<file path="config.mk">
export PLATFORM = sky130hd
export DESIGN_NAME = modbus_meter_response_parser
export DESIGN_NICKNAME = d
export VERILOG_FILES = /design/src/mmrp_pkg.sv /design/src/mmrp_frame.sv /design/src/mmrp_eval.sv /design/src/modbus_meter_response_parser.sv
export SDC_FILE = /design/constraint.sdc
export NUM_CORES = 1
export LEC_CHECK = 0
export ABC_AREA = 1
export BUFFER_PORTS_ARGS = -buffer_cell sky130_fd_sc_hd__buf_4
export CORE_MARGIN = 2
export CORE_UTILIZATION = 30
export CTS_CLUSTER_SIZE = 24
export DETAILED_ROUTE_END_ITERATION = 12
export HOLD_SLACK_MARGIN = 0.08
export PLACE_DENSITY = 0.54
export SLEW_MARGIN = 20
export SYNTH_ARGS = -nofsm -noshare
export SYNTH_HDL_FRONTEND = slang
export SYNTH_SLANG_ARGS = --single-unit
</file>
<file path="constraint.sdc">
create_clock -name aclk -period 6.2 [get_ports aclk]
set_input_delay 1.24 -clock aclk [delete_from_list [all_inputs] [get_ports aclk]]
set_output_delay 1.24 -clock aclk [all_outputs]
set_load 0.005 [all_outputs]
</file>
<file path="src/mmrp_pkg.sv">
// Shared definitions for the meter response parser: frame constants,
// status codes, the CRC-16 byte update and the structs passed between modules.
// No dependencies.
package mmrp_pkg;

    // Frame layout, counted in received bytes
    localparam int unsigned NUM_REGS = 10;
    localparam logic [4:0] CNT_HDR_END = 5'd3;    // first data byte
    localparam logic [4:0] CNT_CRC_LO  = 5'd23;   // first CRC byte, end of CRC span
    localparam logic [4:0] CNT_CRC_HI  = 5'd24;   // last byte of a good frame
    localparam logic [4:0] CNT_OVER    = 5'd26;   // saturation value

    localparam logic [7:0]  FUNC_READ_INPUT = 8'h04;
    localparam logic [7:0]  DATA_BYTES      = 8'd20;
    localparam logic [15:0] CRC_INIT        = 16'hFFFF;
    localparam logic [15:0] CRC_POLY        = 16'hA001;
    localparam logic [15:0] PF_MAX          = 16'd100;

    typedef enum logic [2:0] {
        ST_OK        = 3'd0,
        ST_BAD_LEN   = 3'd1,
        ST_BAD_ADDR  = 3'd2,
        ST_BAD_FUNC  = 3'd3,
        ST_BAD_COUNT = 3'd4,
        ST_BAD_CRC   = 3'd5
    } status_t;

    // Everything the result stage needs when the frame-end byte moves on
    typedef struct packed {
        logic                      done;       // frame-end byte advancing
        logic                      len_ok;     // frame end falls on byte CNT_CRC_HI
        logic [7:0]                hdr_addr;
        logic [7:0]                hdr_func;
        logic [7:0]                hdr_count;
        logic [7:0]                addr_latch;
        logic [15:0]               crc_calc;
        logic [15:0]               crc_rx;
        logic [NUM_REGS-1:0][15:0] regs;
    } frame_view_t;

    // Decoded result fields
    typedef struct packed {
        status_t     status;
        logic [15:0] voltage_decivolts;
        logic [31:0] current_milliamps;
        logic [31:0] power_deciwatts;
        logic [31:0] energy_watt_hours;
        logic [15:0] frequency_decihertz;
        logic [6:0]  power_factor_percent;
    } result_t;

    // CRC-16/Modbus update for one byte, reflected, eight shift steps
    function automatic logic [15:0] crc_byte(input logic [15:0] crc, input logic [7:0] b);
        logic [15:0] c;
        c = crc ^ {8'h00, b};
        for (int i = 0; i < 8; i++) begin
            if (c[0]) begin
                c = (c >> 1) ^ CRC_POLY;
            end else begin
                c = c >> 1;
            end
        end
        return c;
    endfunction

endpackage

</file>
<file path="src/mmrp_frame.sv">
// Input register and frame capture: byte counter, running CRC, header and
// register stores. Depends on mmrp_pkg.
module mmrp_frame (
    input  logic                 aclk,
    input  logic                 aresetn,
    input  logic                 s_tvalid,
    output logic                 s_tready,
    input  logic [7:0]           rx_byte,
    input  logic                 frame_end,
    input  logic [7:0]           expected_address,
    input  logic                 out_free,      // result register can take a result
    output mmrp_pkg::frame_view_t view
);

    // Input register
    logic       in_valid_reg;
    logic [7:0] in_byte_reg;
    logic       in_last_reg;
    logic [7:0] in_addr_reg;

    // Frame state
    logic [4:0]  count_reg;
    logic [15:0] crc_reg;
    logic [7:0]  hdr_reg [3];
    logic [7:0]  addr_latch_reg;
    logic [7:0]  crc_lo_reg;
    logic [mmrp_pkg::NUM_REGS-1:0][15:0] regs_reg;

    logic       advance;
    logic [4:0] data_idx;
    logic [3:0] reg_sel;
    logic       data_wr;

    // A frame-end byte waits for room in the result register; others never wait
    assign advance  = in_valid_reg && (!in_last_reg || out_free);
    assign s_tready = !in_valid_reg || advance;

    assign data_idx = count_reg - mmrp_pkg::CNT_HDR_END;
    assign reg_sel  = data_idx[4:1];
    assign data_wr  = (count_reg >= mmrp_pkg::CNT_HDR_END) &&
                      (count_reg < mmrp_pkg::CNT_CRC_LO);

    // Control: input valid, byte counter, running CRC
    always_ff @(posedge aclk) begin
        if (!aresetn) begin
            in_valid_reg <= 1'b0;
            count_reg    <= 5'd0;
            crc_reg      <= mmrp_pkg::CRC_INIT;
        end else begin
            if (s_tready) begin
                in_valid_reg <= s_tvalid;
            end
            if (advance) begin
                if (in_last_reg) begin
                    count_reg <= 5'd0;
                    crc_reg   <= mmrp_pkg::CRC_INIT;
                end else begin
                    if (count_reg < mmrp_pkg::CNT_OVER) begin
                        count_reg <= count_reg + 5'd1;
                    end
                    if (count_reg < mmrp_pkg::CNT_CRC_LO) begin
                        crc_reg <= mmrp_pkg::crc_byte(crc_reg, in_byte_reg);
                    end
                end
            end
        end
    end

    // Input payload
    always_ff @(posedge aclk) begin
        if (s_tvalid && s_tready) begin
            in_byte_reg <= rx_byte;
            in_last_reg <= frame_end;
            in_addr_reg <= expected_address;
        end
    end

    // Header, data registers (big-endian) and received CRC low byte
    always_ff @(posedge aclk) begin
        if (advance) begin
            if (count_reg == 5'd0) begin
                addr_latch_reg <= in_addr_reg;
            end
            if (count_reg < mmrp_pkg::CNT_HDR_END) begin
                hdr_reg[count_reg[1:0]] <= in_byte_reg;
            end
            for (int i = 0; i < mmrp_pkg::NUM_REGS; i++) begin
                if (data_wr && reg_sel == 4'(i)) begin
                    if (!data_idx[0]) begin
                        regs_reg[i][15:8] <= in_byte_reg;
                    end else begin
                        regs_reg[i][7:0] <= in_byte_reg;
                    end
                end
            end
            if (count_reg == mmrp_pkg::CNT_CRC_LO) begin
                crc_lo_reg <= in_byte_reg;
            end
        end
    end

    // The CRC high byte is the frame-end byte itself on a good-length frame
    always_comb begin
        view.done       = advance && in_last_reg;
        view.len_ok     = (count_reg == mmrp_pkg::CNT_CRC_HI);
        view.hdr_addr   = hdr_reg[0];
        view.hdr_func   = hdr_reg[1];
        view.hdr_count  = hdr_reg[2];
        view.addr_latch = addr_latch_reg;
        view.crc_calc   = crc_reg;
        view.crc_rx     = {in_byte_reg, crc_lo_reg};
        view.regs       = regs_reg;
    end

endmodule

</file>
<file path="src/mmrp_eval.sv">
// Frame checks, value decode and the result register.
// Depends on mmrp_pkg.
module mmrp_eval (
    input  logic                  aclk,
    input  logic                  aresetn,
    input  mmrp_pkg::frame_view_t view,
    output logic                  out_free,
    output logic                  m_tvalid,
    input  logic                  m_tready,
    output mmrp_pkg::result_t     result
);

    logic              valid_reg;
    mmrp_pkg::result_t result_reg;
    mmrp_pkg::result_t result_next;
    logic [31:0]       cur;
    logic [31:0]       pwr;
    logic [15:0]       pf_raw;

    assign out_free = !valid_reg || m_tready;

    // Checks in priority order, then decode; values zero unless ok
    always_comb begin
        cur    = {view.regs[2], view.regs[1]};
        pwr    = {view.regs[4], view.regs[3]};
        pf_raw = view.regs[8];

        result_next = '0;
        if (!view.len_ok) begin
            result_next.status = mmrp_pkg::ST_BAD_LEN;
        end else if (view.hdr_addr != view.addr_latch) begin
            result_next.status = mmrp_pkg::ST_BAD_ADDR;
        end else if (view.hdr_func != mmrp_pkg::FUNC_READ_INPUT) begin
            result_next.status = mmrp_pkg::ST_BAD_FUNC;
        end else if (view.hdr_count != mmrp_pkg::DATA_BYTES) begin
            result_next.status = mmrp_pkg::ST_BAD_COUNT;
        end else if (view.crc_calc != view.crc_rx) begin
            result_next.status = mmrp_pkg::ST_BAD_CRC;
        end else begin
            result_next.status              = mmrp_pkg::ST_OK;
            result_next.voltage_decivolts   = view.regs[0];
            result_next.current_milliamps   = cur;
            result_next.power_deciwatts     = pwr;
            result_next.energy_watt_hours   = {view.regs[6], view.regs[5]};
            result_next.frequency_decihertz = view.regs[7];
            if (cur == 32'd0 || pwr == 32'd0) begin
                result_next.power_factor_percent = 7'd0;
            end else if (pf_raw > mmrp_pkg::PF_MAX) begin
                result_next.power_factor_percent = mmrp_pkg::PF_MAX[6:0];
            end else begin
                result_next.power_factor_percent = pf_raw[6:0];
            end
        end
    end

    // Result valid
    always_ff @(posedge aclk) begin
        if (!aresetn) begin
            valid_reg <= 1'b0;
        end else if (view.done) begin
            valid_reg <= 1'b1;
        end else if (m_tready) begin
            valid_reg <= 1'b0;
        end
    end

    // Result payload
    always_ff @(posedge aclk) begin
        if (view.done) begin
            result_reg <= result_next;
        end
    end

    assign m_tvalid = valid_reg;
    assign result   = result_reg;

endmodule

</file>
<file path="src/modbus_meter_response_parser.sv">
// Top level of the meter response parser: stream ports and tdata packing.
// Depends on mmrp_pkg, mmrp_frame and mmrp_eval.
//
// Usage:
//   The slave channel carries one byte of a read-input-registers reply per
//   transfer; s_tlast marks the last byte of the frame. The expected slave
//   address travels beside each byte and is sampled with a frame's first byte.
//   The master channel gives exactly one result per frame, on the transfer
//   of its s_tlast byte, and nothing for other bytes.
//   The frame-end byte is loaded into the input register, then its result
//   into the result register, which drives m_tvalid.
//   Throughput: one byte per cycle while no frame-end byte waits; the CRC
//   byte update is a fully unrolled eight-step shift network between the
//   input register and the CRC register.
//   Reset (aresetn low, synchronous) clears the input and result valids, the
//   byte counter and the CRC; the stored header and data bytes are left as is.
//   When the receiver stalls, data bytes keep flowing in; a frame-end byte
//   waits in the input register until the result register is free, and
//   s_tready drops only while it waits.
module modbus_meter_response_parser (
    input  logic         aclk,
    input  logic         aresetn,
    input  logic         s_tvalid,
    output logic         s_tready,
    input  logic [15:0]  s_tdata,   // [7:0] rx_byte, [15:8] expected_address
    input  logic         s_tlast,   // frame_end
    output logic         m_tvalid,
    input  logic         m_tready,
    // [2:0] status, [18:3] voltage_decivolts, [50:19] current_milliamps,
    // [82:51] power_deciwatts, [114:83] energy_watt_hours,
    // [130:115] frequency_decihertz, [137:131] power_factor_percent, rest zero
    output logic [143:0] m_tdata
);

    mmrp_pkg::frame_view_t view;
    mmrp_pkg::result_t     result;
    logic                  out_free;

    mmrp_frame u_frame (
        .aclk             (aclk),
        .aresetn          (aresetn),
        .s_tvalid         (s_tvalid),
        .s_tready         (s_tready),
        .rx_byte          (s_tdata[7:0]),
        .frame_end        (s_tlast),
        .expected_address (s_tdata[15:8]),
        .out_free         (out_free),
        .view             (view)
    );

    mmrp_eval u_eval (
        .aclk     (aclk),
        .aresetn  (aresetn),
        .view     (view),
        .out_free (out_free),
        .m_tvalid (m_tvalid),
        .m_tready (m_tready),
        .result   (result)
    );

    // Pack result fields, first field lowest
    assign m_tdata = {6'd0,
                      result.power_factor_percent,
                      result.frequency_decihertz,
                      result.energy_watt_hours,
                      result.power_deciwatts,
                      result.current_milliamps,
                      result.voltage_decivolts,
                      result.status};

endmodule
</file>
* After elaboration in Yosys (flattened, before gate mapping)
Memory sizes are Yosys's and may differ from the RTL's.
Cells that the tools add are included.
** Storage, ports and cells
- Flip-flop bits (word level) :: 338
- RAM bits :: 24
- Input port bits :: 21
- Output and inout bits :: 146
- Word-level logic and storage cells :: 172
- Memories :: 1
** Memories
- u_frame.hdr_reg :: depth 3, bits a word 8, rd ports 3, clocked after memory_dff 0, wr ports 1, RTL line mmrp_frame.sv:24 : logic [7:0] hdr_reg [3];
** Operators by class
- $add $sub $neg :: 2
- Order comparisons :: 5
- Equal/unequal tests :: 14
- Multiplexer cells :: 50
- Bitwise gates (word level) :: 11
- Reduce and logical (&&, ||, !) cells :: 53
** Operators with widths (number)
- $mux W16 :: 38
- $logic_not A32 Y1 :: 2
- $reduce_and A3 Y1 :: 18
- $not A2 Y3 :: 8
- $eq A4 B3 Y1 const B :: 4
- $gt A16 B7 Y1 const B :: 1
- $ne A16 B16 Y1 :: 1
- $xor A16 B8 Y16 :: 1
- $logic_and A1 B1 Y1 :: 13
- $eq A5 B5 Y1 const B :: 2
- $lt A5 B5 Y1 const B :: 2
- $mux W5 :: 2
- $eq A4 B2 Y1 const B :: 2
- $ne A8 B3 Y1 const B :: 1
- $ne A8 B5 Y1 const B :: 1
- $ne A8 B8 Y1 :: 1
- $reduce_and A2 Y1 :: 4
- $mux W7 :: 1
- $reduce_or A7 Y1 :: 1
- $mux W3 :: 2
- $reduce_bool A2 Y1 :: 3
- $reduce_or A6 Y1 :: 1
- $add A5 B1 Y5 const B :: 1
- $ge A5 B2 Y1 const B :: 1
- other kinds (13) :: 24

* Depth between registers and ports, before layout
Gate-level depths: netlist (run 1).
- Depth in word-level cells :: 47
- Depth in mapped cells :: 16

* Cells and area by module
Synthesis (run 1) repeated with hierarchy kept, for this count alone.
** Second synthesis, totals
- Cells, all modules :: 1025
- Area total of the unflattened synthesis :: 14928.1 sq um
** Modules (own cells, without submodules)
- mmrp_frame :: instances 1, cells an instance 481, area each 8122.8 sq um
- mmrp_eval :: instances 1, cells an instance 537, area each 6756.5 sq um
- modbus_meter_response_parser :: instances 1, cells an instance 7, area each 48.8 sq um

* Worst setup path before layout (run 1)
OpenSTA, ideal clock, no wires.
- Path kind :: input port to flip-flop
- Start :: input m_tready
- End :: register u_frame.crc_reg[11]
- Arrival :: 5.082 ns
- Path slack :: 0.983 ns
- Stages :: 10
- Buffers on the path :: 1
- Cell sequence :: nor2_1 nand2_1 nand2_1 inv_2 nand2_1 inv_1 nor2_2 inv_2 buf_2 o221ai_1
** Between the ends
- Longest elaborated chain between the ends :: 4
** RTL lines
- from (decl) :: RTL line modbus_meter_response_parser.sv:28 : input logic m_tready,
- $logic_or A1 B1 Y1 :: RTL line mmrp_eval.sv:20 : assign out_free = !valid_reg || m_tready;
- $logic_or A1 B1 Y1 :: RTL line mmrp_frame.sv:35 : assign advance = in_valid_reg && (!in_last_reg || out_free);
- $logic_and A1 B1 Y1 :: RTL line mmrp_frame.sv:35
- $reduce_and A2 Y1 (no source line)
- to (signal assigned) :: RTL line mmrp_frame.sv:48 : crc_reg <= mmrp_pkg::CRC_INIT;
- to (signal assigned) :: RTL line mmrp_frame.sv:56 : crc_reg <= mmrp_pkg::CRC_INIT;
- to (signal assigned) :: RTL line mmrp_frame.sv:62 : crc_reg <= mmrp_pkg::crc_byte(crc_reg, in_byte_reg);
- to (decl) :: RTL line mmrp_frame.sv:23 : logic [15:0] crc_reg;
No other way between the ends.
A chain may end at the register's enable or synchronous reset.

* Worst setup path in the final report (run 1)
- Start :: input m_tready
- End :: output s_tready
** Between the ends
- Longest elaborated chain between the ends :: 4
** RTL lines
- $logic_or A1 B1 Y1 :: RTL line mmrp_eval.sv:20
- $logic_or A1 B1 Y1 :: RTL line mmrp_frame.sv:35
- $logic_and A1 B1 Y1 :: RTL line mmrp_frame.sv:35
- $logic_or A1 B1 Y1 :: RTL line mmrp_frame.sv:36 : assign s_tready = !in_valid_reg || advance;
- to (decl) :: RTL line modbus_meter_response_parser.sv:24 : output logic s_tready,
No other way between the ends.

==> qor.json, run 1 <==
{
  "yosysSeqAreaShare": 0.739,
  "drt_iter0_drc": 459,
  "gr-usage-met3": 0.0288,
  "starting_density_of_the_core": 0.303,
  "critical_path.max_stage_delay_ns": 0.21,
  "critPathBufInv": 2,
  "nNetsFinal": 1210,
  "final_worst_path_period_share": 0.509,
  "synthDistinctLibCells": 39,
  "timing.hold.worst.class": "flip-flop to flip-flop",
  "drc": 0,
  "via_per_inst": 4.15,
  "numCtsBuffers": 39,
  "dp_slack_ns": 2.57,
  "critical_path.max_fanout": 3,
  "setup_viol": 0,
  "regArea_mm2": 0.0106,
  "clock_insertion_delay_at_the_later_pin_of_the_skew_report_ns": 0.56,
  "clk_root_buffer_cell": "sky130_fd_sc_hd__clkbuf_16",
  "grt_met1_usage": 0.159,
  "globalplace.congestion": 0.829,
  "layout.filler_cells": 4528,
  "synth.yosys.warnings": 0,
  "holdWs_ns": 0.419,
  "utilization": 0.366,
  "path_cells": "buf_4 -> nor2_1 -> nand3_1 -> buf_4",
  "tritoncts": "yes",
  "hold_buffers": 0,
  "fmax_ghz": 0.317,
  "final_hold_violation_count": 0,
  "outcome": "finished, final reports clean",
  "antenna_found_initial": 0,
  "fin_total_pwr_w": 0.00514,
  "leakage_nw": 6.73,
  "global_route_overflow": 0,
  "multiInputGateArea_mm2": 0.00277,
  "clock_pin_slew_reported_for_the_worst_setup_and_hold_paths_after_clock_tree_synthesis_ns": 0.06,
  "cp_data_arrival_time_ns": 1.91,
  "globalRouteMet2Util": 0.195,
  "largest_register_ffs": 144,
  "detail-route-antenna-nets": 0,
  "fp.dieH_um": 223,
  "netlist_area_mm2": 0.0144,
  "grt_pass1_vias": 7706,
  "critical-path-top-cell-by-count": "sky130_fd_sc_hd__buf_4",
  "grt_start_max_net_pins": 91,
  "cts_num_sinks": 362,
  "post-route-min-period_ns": 3.15,
  "insertedDiodeCount": 0,
  "ffs_latches_synth": 362,
  "clockBufferDepth": 3,
  "critPathSlowestCell": "sky130_fd_sc_hd__nor2_1",
  "setup_total_negative_slack_ns": 0,
  "required_ns": 4.96,
  "power_density_mw_per_mm2": 296,
  "grt_util_all_layers": 0.121,
  "rows": 80,
  "skew_ns": 0.0227,
  "timing.max_slew.rel_slack": 0.337,
  "post_synth.cell_area_avg_um2": 14.6,
  "flow.area_growth_from_synthesis_pct": 20.8,
  "cts_max_level": 2,
  "ctsResizeCount": 0,
  "post_route_cells_drive_above_1_share": 0.280,
  "number_of_placed_i_o_pins": 167,
  "cp_top_family": "simple AND/OR/NAND/NOR gates",
  "final_critical_path_setup_slack_ns": 3.05,
  "core_mm2": 0.0475,
  "crit_type": "input pin to primary output",
  "peakVddDrop_mv": 0.154,
  "syn-instance-count": 988,
  "dp_hpwl_mm": 19.1,
  "setup_buffers_after_cts": 0,
  "vias": 7589,
  "routed_wl_mm": 29.8,
  "critPathCaptureType": "primary output",
  "timing.max_cap.violations": 0,
  "unrepaired_setup_endpoints_after_global_routing": "no",
  "slew_violations": 0,
  "gr-max-usage-layer": "met2",
  "startpoint_type": "input pin",
  "die_x_um": 223,
  "port-buffer-count": 160,
  "wl_per_cell_um": 16.3,
  "slew_at_the_pin_with_the_worst_max_slew_slack_ns": 0.994,
  "die_area_mm2": 0.0497,
  "grt_pass1_wl_mm": 45.2,
  "drtPass1Iterations": 4
}
-- worst paths after layout --
path	cells after the start	end	slack, ns	start
worst max-delay path	4	s_tready	3.05	m_tready
worst min-delay path	0	u_frame.addr_latch_reg[0]$_DFFE_PP_	0.42	u_frame.in_addr_reg[0]$_DFFE_PP_
worst max register to register	9	u_eval.result[134]$_SDFFCE_PP0P_	3.11	u_frame.in_byte_reg[0]$_DFFE_PP_
worst min register to register	0	u_frame.addr_latch_reg[0]$_DFFE_PP_	0.42	u_frame.in_addr_reg[0]$_DFFE_PP_
-- worst register-to-register path, cell delays in order (launching register included) --
cell	delay, ns
sky130_fd_sc_hd__edfxtp_1	0.35
sky130_fd_sc_hd__buf_4	0.25
sky130_fd_sc_hd__xnor2_1	0.23
sky130_fd_sc_hd__nand4_1	0.11
sky130_fd_sc_hd__nor2_1	0.08
sky130_fd_sc_hd__nand3_1	0.13
sky130_fd_sc_hd__nor2_4	0.09
sky130_fd_sc_hd__inv_8	0.64
sky130_fd_sc_hd__buf_4	0.83
sky130_fd_sc_hd__nor2_1	0.10
-- metrics by stage --
| stage | std cells | area (um2) |
|---|---|---|
| 2_1_floorplan | 993 | 14400 |
| 3_3_place_gp | 1759 | 16200 |
| 3_5_place_dp | 1759 | 16200 |
| 4_1_cts | 1829 | 17400 |
| 5_1_grt | 1829 | 17400 |
| 6_report | 1829 | 17400 |
-- placed cells by master (no fill, tap or decap), drive strengths merged, types with 3 or more instances in the layout --
cell,n
a21oi,16
buf,172
clkbuf,46
clkinv,17
conb,6
dfxtp,23
edfxtp,339
ha,4
inv,194
nand2,90
nand3,22
nand4,14
nor2,180
nor3,5
nor4,15
o211ai,3
o21ai,18
o221ai,8
or2,3
xnor2,21
-- layout make-up --
| type | instances | area share |
|---|---|---|
| clock buffers | 46 | 0.0576 |
| clock inverters | 24 | 0.0109 |
| inverters | 190 | 0.0417 |
| well taps | 615 | 0.0443 |
| multi-input cells | 420 | 0.159 |
| repair buffers | 172 | 0.0743 |
| flip-flops and latches | 362 | 0.612 |
-- cells in the mapped netlist --
library cell / n / area share
sky130_fd_sc_hd__a211oi_1: 2 / 0.0010
sky130_fd_sc_hd__a21oi_1: 16 / 0.0056
sky130_fd_sc_hd__a31oi_1: 2 / 0.00087
sky130_fd_sc_hd__a41oi_1: 1 / 0.00061
sky130_fd_sc_hd__and3_1: 1 / 0.00043
sky130_fd_sc_hd__buf_12: 11 / 0.015
sky130_fd_sc_hd__buf_2: 1 / 0.00035
sky130_fd_sc_hd__buf_4: 6 / 0.0031
sky130_fd_sc_hd__buf_6: 3 / 0.0023
sky130_fd_sc_hd__clkinv_1: 1 / 0.00026
sky130_fd_sc_hd__conb_1: 1 / 0.00026
sky130_fd_sc_hd__dfxtp_1: 23 / 0.032
sky130_fd_sc_hd__edfxtp_1: 339 / 0.71
sky130_fd_sc_hd__ha_1: 4 / 0.0035
sky130_fd_sc_hd__inv_1: 186 / 0.049
sky130_fd_sc_hd__inv_2: 3 / 0.00078
sky130_fd_sc_hd__nand2_1: 89 / 0.023
sky130_fd_sc_hd__nand2_2: 1 / 0.00043
sky130_fd_sc_hd__nand3_1: 22 / 0.0076
sky130_fd_sc_hd__nand3b_1: 1 / 0.00052
sky130_fd_sc_hd__nand4_1: 14 / 0.0061
sky130_fd_sc_hd__nor2_1: 78 / 0.020
sky130_fd_sc_hd__nor2_2: 1 / 0.00043
sky130_fd_sc_hd__nor2_4: 101 / 0.079
sky130_fd_sc_hd__nor3_1: 5 / 0.0017
sky130_fd_sc_hd__nor3b_2: 1 / 0.00087
sky130_fd_sc_hd__nor4_1: 15 / 0.0065
sky130_fd_sc_hd__o2111ai_1: 1 / 0.00061
sky130_fd_sc_hd__o211ai_1: 3 / 0.0016
sky130_fd_sc_hd__o21a_1: 1 / 0.00052
sky130_fd_sc_hd__o21ai_0: 16 / 0.0056
sky130_fd_sc_hd__o21ai_1: 2 / 0.00070
sky130_fd_sc_hd__o221ai_1: 8 / 0.0049
sky130_fd_sc_hd__o311ai_0: 1 / 0.00061
sky130_fd_sc_hd__o31ai_1: 1 / 0.00052
sky130_fd_sc_hd__or2_2: 3 / 0.0013
sky130_fd_sc_hd__or4_4: 1 / 0.00078
sky130_fd_sc_hd__xnor2_1: 21 / 0.013
sky130_fd_sc_hd__xor2_1: 2 / 0.0012
-- cells by family (layout without fill, tap and decap cells) --
kind of cell	count (synthesis)	after routing	share of synthesized area
other	1	6	0.000261
buffers and inverters	211	432	0.0707
AOI/OAI and AO/OA	54	54	0.0230
adders and majority gates	4	4	0.00348
and+or+nand+nor	333	333	0.149
xor gates and xnor gates	23	23	0.0140
DFF	362	362	0.739
-- report_power, final --
| group | internal, W | switching, W |
|---|---|---|
| clock | 0.00125 | 0.000951 |
| combinational | 0.0000684 | 0.000142 |
| sequential | 0.00271 | 0.0000225 |
| total | 0.00402 | 0.00112 |
-- per-layer routing --
layer  routed length (um)  share of wire  vias up
met3                 1300          0.044       51
met2                14000           0.47      169
li1                     -              -     3709
met5                    0              0        -
met4                  853          0.029        0
met1                13600           0.46     3660
(Power assumes the default switching activity.)
==> run 2, diff against run 1 <==
Clock period 6.2 ns to 3 ns, I/O delays scaled along.
==> qor.json, run 2 (synthesized netlist as in run 1, its figures left out) <==
{
  "die_x": {"value": 223, "unit": "um", "change": "unchanged"},
  "power_switching": {"value": 0.00227, "unit": "W", "change": "+100%"},
  "slew_at_the_pin_with_the_worst_max_slew_slack": {"value": 0.694, "unit": "ns", "change": "-0.300 ns"},
  "cts_max_level": {"value": 2, "change": "unchanged"},
  "post_route_cells_drive_above_1_share": {"value": 0.287, "change": "+0.00739"},
  "grt_util_all_layers": {"value": 0.123, "change": "+0.00183"},
  "critPathSlowestCell": "sky130_fd_sc_hd__nor2_1",
  "drt_iter0_drc": {"value": 511, "change": "+11%"},
  "peakVddDrop": {"value": 0.412, "unit": "mV", "change": "+170%"},
  "crit_type": "flip-flop to flip-flop",
  "critPathBufInv": {"value": 2, "change": "unchanged"},
  "wl_per_cell": {"value": 16.4, "unit": "um", "change": "+0.85%"},
  "startpoint_type": "flip-flop",
  "layout.cells.most_common": "sky130_fd_sc_hd__edfxtp_1",
  "routed_wl": {"value": 30.3, "unit": "mm", "change": "+1.6%"},
  "die_area": {"value": 0.0497, "unit": "mm2", "change": "unchanged"},
  "critical-path-top-cell-by-count": "sky130_fd_sc_hd__nor2_1",
  "clockBufferDepth": {"value": 3, "change": "unchanged"},
  "cp_top_family": "simple AND/OR/NAND/NOR gates",
  "required": {"value": 3.17, "unit": "ns", "change": "-1.79 ns"},
  "layout.filler_cells": {"value": 4475, "change": "-1.2%"},
  "ctsResizeCount": {"value": 0, "change": "unchanged"},
  "leakage": {"value": 6.84, "unit": "nW", "change": "+1.7%"},
  "fmax_ghz": 0.385,
  "clk_root_buffer_cell": "sky130_fd_sc_hd__clkbuf_16",
  "slew_violations": {"value": 0, "change": "unchanged"},
  "setup_buffers_after_cts": {"value": 0, "change": "unchanged"},
  "path_cells": "ha_1 -> nand2_1 -> inv_1 -> nor2_1 -> inv_1 -> nor2_1 -> and3_1 -> o311ai_0 -> nor2_1",
  "sw_frac_of_total": {"value": 0.212, "change": "-0.00479"},
  "post-route-min-period_ns": 2.60,
  "global_route_overflow": {"value": 0, "change": "unchanged"},
  "number_of_placed_i_o_pins": {"value": 167, "change": "unchanged"},
  "flow.area_growth_from_synthesis_pct": 22.0,
  "comb_power_share": {"value": 0.042, "change": "about the same"},
  "grt_pass1_vias": {"value": 7621, "change": "-1.1%"},
  "finalNonFillerCells": {"value": 1843, "change": "+0.77%"},
  "dp_hpwl": {"value": 19.2, "unit": "mm", "change": "+0.39%"},
  "cellInternalPower": {"value": 0.00841, "unit": "W", "change": "+110%"},
  "globalplace.congestion": {"value": 0.817, "change": "-1.4%"},
  "clock_pin_slew_reported_for_the_worst_setup_and_hold_paths_after_clock_tree_synthesis": {"value": 0.06, "unit": "ns", "change": "about the same"},
  "detail-route-antenna-nets": {"value": 0, "change": "unchanged"},
  "timing.max_slew.rel_slack": {"value": 0.536, "change": "+0.198"},
  "critPathCaptureType": "flip-flop",
  "rows": {"value": 80, "change": "unchanged"},
  "largest_register_ffs": {"value": 144, "change": "unchanged"},
  "power_frac_seq": {"value": 0.529, "change": "-0.002"},
  "p_clk_frac": {"value": 0.429, "change": "about the same"},
  "drtPass1Iterations": {"value": 4, "change": "unchanged"},
  "timing.hold.worst.class": "input pin to flip-flop",
  "power_density": {"value": 608, "unit": "mW/mm2", "change": "+110%"},
  "insertedDiodeCount": {"value": 0, "change": "unchanged"},
  "regArea": {"value": 0.0106, "unit": "mm2", "change": "unchanged"},
  "cp_data_arrival_time": {"value": 2.77, "unit": "ns", "change": "+0.86 ns"},
  "nNetsFinal": {"value": 1226, "change": "+1.3%"},
  "hold_buffers": {"value": 0, "change": "unchanged"},
  "dpl.cell_count": {"value": 1774, "change": "+0.85%"},
  "vias": {"value": 7569, "change": "-0.26%"},
  "critical_path.max_stage_delay": {"value": 0.55, "unit": "ns", "change": "+0.34 ns"},
  "final_worst_path_period_share": 0.867,
  "cts_num_sinks": {"value": 362, "change": "unchanged"},
  "final_cell_mix": "339 x sky130_fd_sc_hd__edfxtp_1, 185 x sky130_fd_sc_hd__inv_1, 183 x sky130_fd_sc_hd__buf_4, 102 x sky130_fd_sc_hd__nor2_4, 87 x sky130_fd_sc_hd__nand2_1",
  "grt_start_max_net_pins": {"value": 79, "change": "-13%"},
  "fp.dieH": {"value": 223, "unit": "um", "change": "unchanged"},
  "port-buffer-count": {"value": 160, "change": "unchanged"},
  "setup_total_negative_slack": {"value": 0, "unit": "ns", "change": "unchanged"},
  "skew": {"value": 0.0227, "unit": "ns", "change": "+0.0000626 ns"},
  "setup_viol": {"value": 0, "change": "unchanged"},
  "core": {"value": 0.0475, "unit": "mm2", "change": "unchanged"},
  "outcome": "finished, final reports clean",
  "starting_density_of_the_core": {"value": 0.303, "change": "unchanged"},
  "via_per_inst": {"value": 4.11, "change": "-1.0%"},
  "tritoncts": "yes",
  "multiInputGateArea": {"value": 0.00277, "unit": "mm2", "change": "about the same"},
  "unrepaired_setup_endpoints_after_global_routing": "no",
  "grt_pass1_wl": {"value": 45.6, "unit": "mm", "change": "+0.93%"},
  "numCtsBuffers": {"value": 40, "change": "+2.6%"},
  "timing.max_cap.violations": {"value": 0, "change": "unchanged"},
  "final_hold_violation_count": {"value": 0, "change": "unchanged"},
  "critical_path.max_fanout": {"value": 8, "change": "+5"},
  "drc": {"value": 0, "change": "unchanged"},
  "antenna_found_initial": {"value": 2, "change": "+2"},
  "clock_insertion_delay_at_the_later_pin_of_the_skew_report": {"value": 0.55, "unit": "ns", "change": "about the same"}
}
## run 2: final timing paths
| path | slack [ns] | startpoint | cells after the start | endpoint |
|---|---|---|---|---|
| worst min-delay path | 0.22 | s_tdata[12] | 1 | u_frame.in_addr_reg[4]$_DFFE_PP_ |
| worst max register to register | 0.40 | u_frame.count_reg[0]$_SDFFE_PN0P_ | 9 | u_frame.view[143]$_DFFE_PP_ |
| worst max-delay path | 0.40 | u_frame.count_reg[0]$_SDFFE_PN0P_ | 9 | u_frame.view[143]$_DFFE_PP_ |
| worst min register to register | 0.42 | u_frame.in_addr_reg[5]$_DFFE_PP_ | 0 | u_frame.addr_latch_reg[5]$_DFFE_PP_ |
## run 2: cell type report
type                            instances  share of cell area
Clock buffer                           50              0.0603
Inverter                              190              0.0412
Timing Repair Buffer                  187              0.0828
Multi-Input combinational cell        420               0.158
Clock inverter                         19             0.00826
Tap cell                              615              0.0438
Sequential cell                       362               0.606
## run 2: layer usage
metal / global-route usage / part of all wire / routed length [um] / vias up
li1: - / - / - / 3732
met3: 0.0279 / 0.048 / 1450 / 48
met5: 0 / 0 / 0 / -
met2: 0.205 / 0.49 / 14700 / 167
met4: 0.0388 / 0.022 / 680 / 0
met1: 0.158 / 0.44 / 13400 / 3622
## run 2: stage by stage
| stage | area [um2] | utilization | setup slack [ns] | power [W] | hold slack [ns] |
|---|---|---|---|---|---|
| global placement | 16400 | 0.344 | 0.556 | 0.00620 | 0.410 |
| floorplan | 14400 | - | -0.780 | 0.00600 | 0.400 |
| global route | 17600 | 0.369 | 0.179 | 0.0111 | 0.185 |
| CTS | 17600 | 0.369 | 0.446 | 0.0108 | 0.183 |
| finish | 17600 | 0.369 | 0.400 | 0.0107 | 0.223 |
| detailed placement | 16400 | 0.344 | 0.470 | 0.00621 | 0.410 |
## run 2: power by group through the flow
stage / logic [W] / clock network [W] / registers [W]
finish: 0.000449 / 0.00458 / 0.00565
global route: 0.000506 / 0.00491 / 0.00565
CTS: 0.000458 / 0.00473 / 0.00565
detailed placement: 0.000456 / 0 / 0.00575
global placement: 0.000447 / 0 / 0.00575
floorplan: 0.000232 / 0 / 0.00577
==> run 3, diff against run 2 <==
Clock period 3 ns to 2.57 ns, I/O delays scaled along.
==> qor.json, run 3 (synthesized netlist as in run 1, its figures left out) <==
{
  "rows": {"value": 80, "change": "unchanged"},
  "numCtsBuffers": {"value": 40, "change": "unchanged"},
  "slew_violations": {"value": 0, "change": "unchanged"},
  "tritoncts": "yes",
  "drt_iter0_drc": {"value": 581, "change": "+14%"},
  "skew": {"value": 0.0253, "unit": "ns", "change": "+0.00261 ns"},
  "slew_at_the_pin_with_the_worst_max_slew_slack": {"value": 0.681, "unit": "ns", "change": "-0.0131 ns"},
  "die_x": {"value": 223, "unit": "um", "change": "unchanged"},
  "startpoint_type": "flip-flop",
  "clock_insertion_delay_at_the_later_pin_of_the_skew_report": {"value": 0.55, "unit": "ns", "change": "about the same"},
  "outcome": "finished, final reports clean",
  "layout.cells.most_common": "sky130_fd_sc_hd__edfxtp_1",
  "starting_density_of_the_core": {"value": 0.303, "change": "unchanged"},
  "antenna_found_initial": {"value": 0, "change": "-2"},
  "setup_viol": {"value": 0, "change": "unchanged"},
  "final_worst_path_period_share": {"value": 0.878, "change": "+0.0111"},
  "timing.hold.worst.class": "input pin to flip-flop",
  "port-buffer-count": {"value": 160, "change": "unchanged"},
  "holdPathStages": {"value": 1, "change": "unchanged"},
  "r2r_startpoint": "u_frame.addr_latch_reg[0]$_DFFE_PP_",
  "clock_pin_slew_reported_for_the_worst_setup_and_hold_paths_after_clock_tree_synthesis": {"value": 0.06, "unit": "ns", "change": "about the same"},
  "timing.max_cap.violations": {"value": 0, "change": "unchanged"},
  "clk_root_buffer_cell": "sky130_fd_sc_hd__clkbuf_16",
  "grt_pass1_vias": {"value": 7921, "change": "+3.9%"},
  "cts_max_level": {"value": 2, "change": "unchanged"},
  "timing.hold.worst.start": "s_tdata[11]",
  "ctsResizeCount": {"value": 0, "change": "unchanged"},
  "dp_hpwl": {"value": 19.6, "unit": "mm", "change": "+2.1%"},
  "fmax": {"value": 0.443, "unit": "GHz", "change": "+15%"},
  "critical_path.max_stage_delay": {"value": 0.41, "unit": "ns", "change": "-0.14 ns"},
  "final_cell_mix": "339 x sky130_fd_sc_hd__edfxtp_1, 200 x sky130_fd_sc_hd__buf_4, 185 x sky130_fd_sc_hd__inv_1, 102 x sky130_fd_sc_hd__nor2_4, 87 x sky130_fd_sc_hd__nand2_1",
  "die_area": {"value": 0.0497, "unit": "mm2", "change": "unchanged"},
  "grt_start_max_net_pins": {"value": 53, "change": "-33%"},
  "wl_per_cell": {"value": 16.1, "unit": "um", "change": "-1.9%"},
  "critPathSlowestCell": "sky130_fd_sc_hd__buf_4",
  "crit_type": "flip-flop to flip-flop",
  "post_route_cells_drive_above_1_share": {"value": 0.304, "change": "+0.0167"},
  "flow.area_growth_from_synthesis_pct": 23.5,
  "fp.dieH": {"value": 223, "unit": "um", "change": "unchanged"},
  "grt_pass1_wl": {"value": 46.0, "unit": "mm", "change": "+0.83%"},
  "holdWs": {"value": 0.139, "unit": "ns", "change": "-0.0836 ns"},
  "core": {"value": 0.0475, "unit": "mm2", "change": "unchanged"},
  "required": {"value": 2.87, "unit": "ns", "change": "-0.30 ns"},
  "critical-path-top-cell-by-count": "sky130_fd_sc_hd__nor2_4",
  "timing.max_slew.rel_slack": {"value": 0.546, "change": "+0.00996"},
  "drc": {"value": 0, "change": "unchanged"},
  "detail-route-antenna-nets": {"value": 0, "change": "unchanged"},
  "largest_register_ffs": {"value": 144, "change": "unchanged"},
  "globalplace.congestion": {"value": 0.801, "change": "-2.0%"},
  "dr_wl_met3": {"value": 1.46, "unit": "mm", "change": "+0.14%"},
  "critical_path.max_fanout": {"value": 52, "change": "+44"},
  "leakage": {"value": 6.71, "unit": "nW", "change": "-2.0%"},
  "met2WireLength": {"value": 14.3, "unit": "mm", "change": "-2.7%"},
  "worstRegToRegCells": {"value": 9, "change": "unchanged"},
  "cts_num_sinks": {"value": 362, "change": "unchanged"},
  "wirelength_met1": {"value": 13.5, "unit": "mm", "change": "+0.27%"},
  "r2r-end": "u_eval.result[54]$_SDFFCE_PP0P_",
  "grt_util_all_layers": {"value": 0.122, "change": "-0.000350"},
  "layout.cell_area.non_filler": {"value": 0.0178, "unit": "mm2", "change": "+1.2%"},
  "critPathCaptureType": "flip-flop",
  "routed_wl": {"value": 30.0, "unit": "mm", "change": "-0.89%"},
  "timing.reg2reg.setup_slack": {"value": 0.31, "unit": "ns", "change": "-0.09 ns"},
  "total_cell_area_at_the_placement_stage": {"value": 0.0165, "unit": "mm2", "change": "+1.0%"},
  "topRoutingLayerUsed": "met4",
  "global_route_overflow": {"value": 0, "change": "unchanged"},
  "unrepaired_setup_endpoints_after_global_routing": "no",
  "clockBufferDepth": {"value": 3, "change": "unchanged"},
  "path_cells": "or2_2 -> o211ai_1 -> nor3_1 -> nor3b_2 -> nand2_2 -> nor2_4 -> inv_8 -> buf_4 -> nor2_4",
  "peakVddDrop": {"value": 0.397, "unit": "mV", "change": "-3.7%"},
  "post-route-min-period": {"value": 2.26, "unit": "ns", "change": "-0.344 ns"},
  "via_per_inst": {"value": 4.19, "change": "+2.1%"},
  "hold_buffers": {"value": 0, "change": "unchanged"},
  "timing.hold.worst_endpoint": "u_frame.in_addr_reg[3]$_DFFE_PP_",
  "dpl.cell_count": {"value": 1793, "change": "+1.1%"},
  "vias": {"value": 7806, "change": "+3.1%"},
  "setup_buffers_after_cts": {"value": 0, "change": "unchanged"},
  "power_density": {"value": 713, "unit": "mW/mm2", "change": "+17%"},
  "finalNonFillerCells": {"value": 1862, "change": "+1.0%"},
  "number_of_placed_i_o_pins": {"value": 167, "change": "unchanged"},
  "final_hold_violation_count": {"value": 0, "change": "unchanged"},
  "drtPass1Iterations": {"value": 5, "change": "+1"},
  "nNetsFinal": {"value": 1245, "change": "+1.5%"},
  "cp_data_arrival_time": {"value": 2.56, "unit": "ns", "change": "-0.21 ns"}
}
-- run 3: area by class of cell --
| class | count | area, um2 |
|---|---|---|
| diodes | 1 | 2.50 |
| multi-input cells | 420 | 2770 |
| clock inverters | 18 | 201 |
| fillers | 4455 | 29800 |
| flip-flops and latches | 362 | 10600 |
| clock buffers | 50 | 1050 |
| repair buffers | 206 | 1620 |
| well taps | 615 | 769 |
| inverters | 190 | 724 |
-- run 3: how the worst max path moves through the flow --
stage	start	end	slack (ns)	cells after the start
floorplan	m_tready	u_frame.crc_reg[7]$_SDFFE_PN1P_	-1.12	11
global placement	u_frame.addr_latch_reg[0]$_DFFE_PP_	u_eval.result[35]$_SDFFCE_PP0P_	0.31	9
detailed placement	u_frame.addr_latch_reg[0]$_DFFE_PP_	u_eval.result[54]$_SDFFCE_PP0P_	0.32	9
CTS	u_frame.addr_latch_reg[0]$_DFFE_PP_	u_eval.result[54]$_SDFFCE_PP0P_	0.30	9
global route	u_frame.in_byte_reg[2]$_DFFE_PP_	u_frame.crc_reg[0]$_SDFFE_PN1P_	0.08	16
finish	u_frame.addr_latch_reg[0]$_DFFE_PP_	u_eval.result[54]$_SDFFCE_PP0P_	0.31	9
-- run 3: report_power, final --
group	switching, W	internal, W
logic	0.000368	0.000213
clock network	0.00226	0.00321
registers	0.0000697	0.00656
total	0.00270	0.00998
-- run 3: per-layer routing --
layer  global-route usage  vias up
met5                    0        -
met4               0.0457        0
met3               0.0238       50
met2                0.199      201
met1                0.163     3775
li1                     -     3780
-- run 3: worst max-delay path, delay by kind of cell (launching register included) --
kind	cells	cell delay [ns]
simple gates	6	0.74
buf+inv	2	0.74
compound gates	1	0.09
flops	1	0.37
-- run 3: stage by stage --
stage | worst slack [ns] | util | TNS (ns) | power [W]
floorplan | -1.12 | - | -121.55 | 0.00704
global placement | 0.315 | 0.348 | 0 | 0.00733
detailed placement | 0.319 | 0.348 | 0 | 0.00735
CTS | 0.305 | 0.374 | 0 | 0.0129
global route | 0.0801 | 0.374 | 0 | 0.0132
finish | 0.314 | 0.374 | 0 | 0.0127
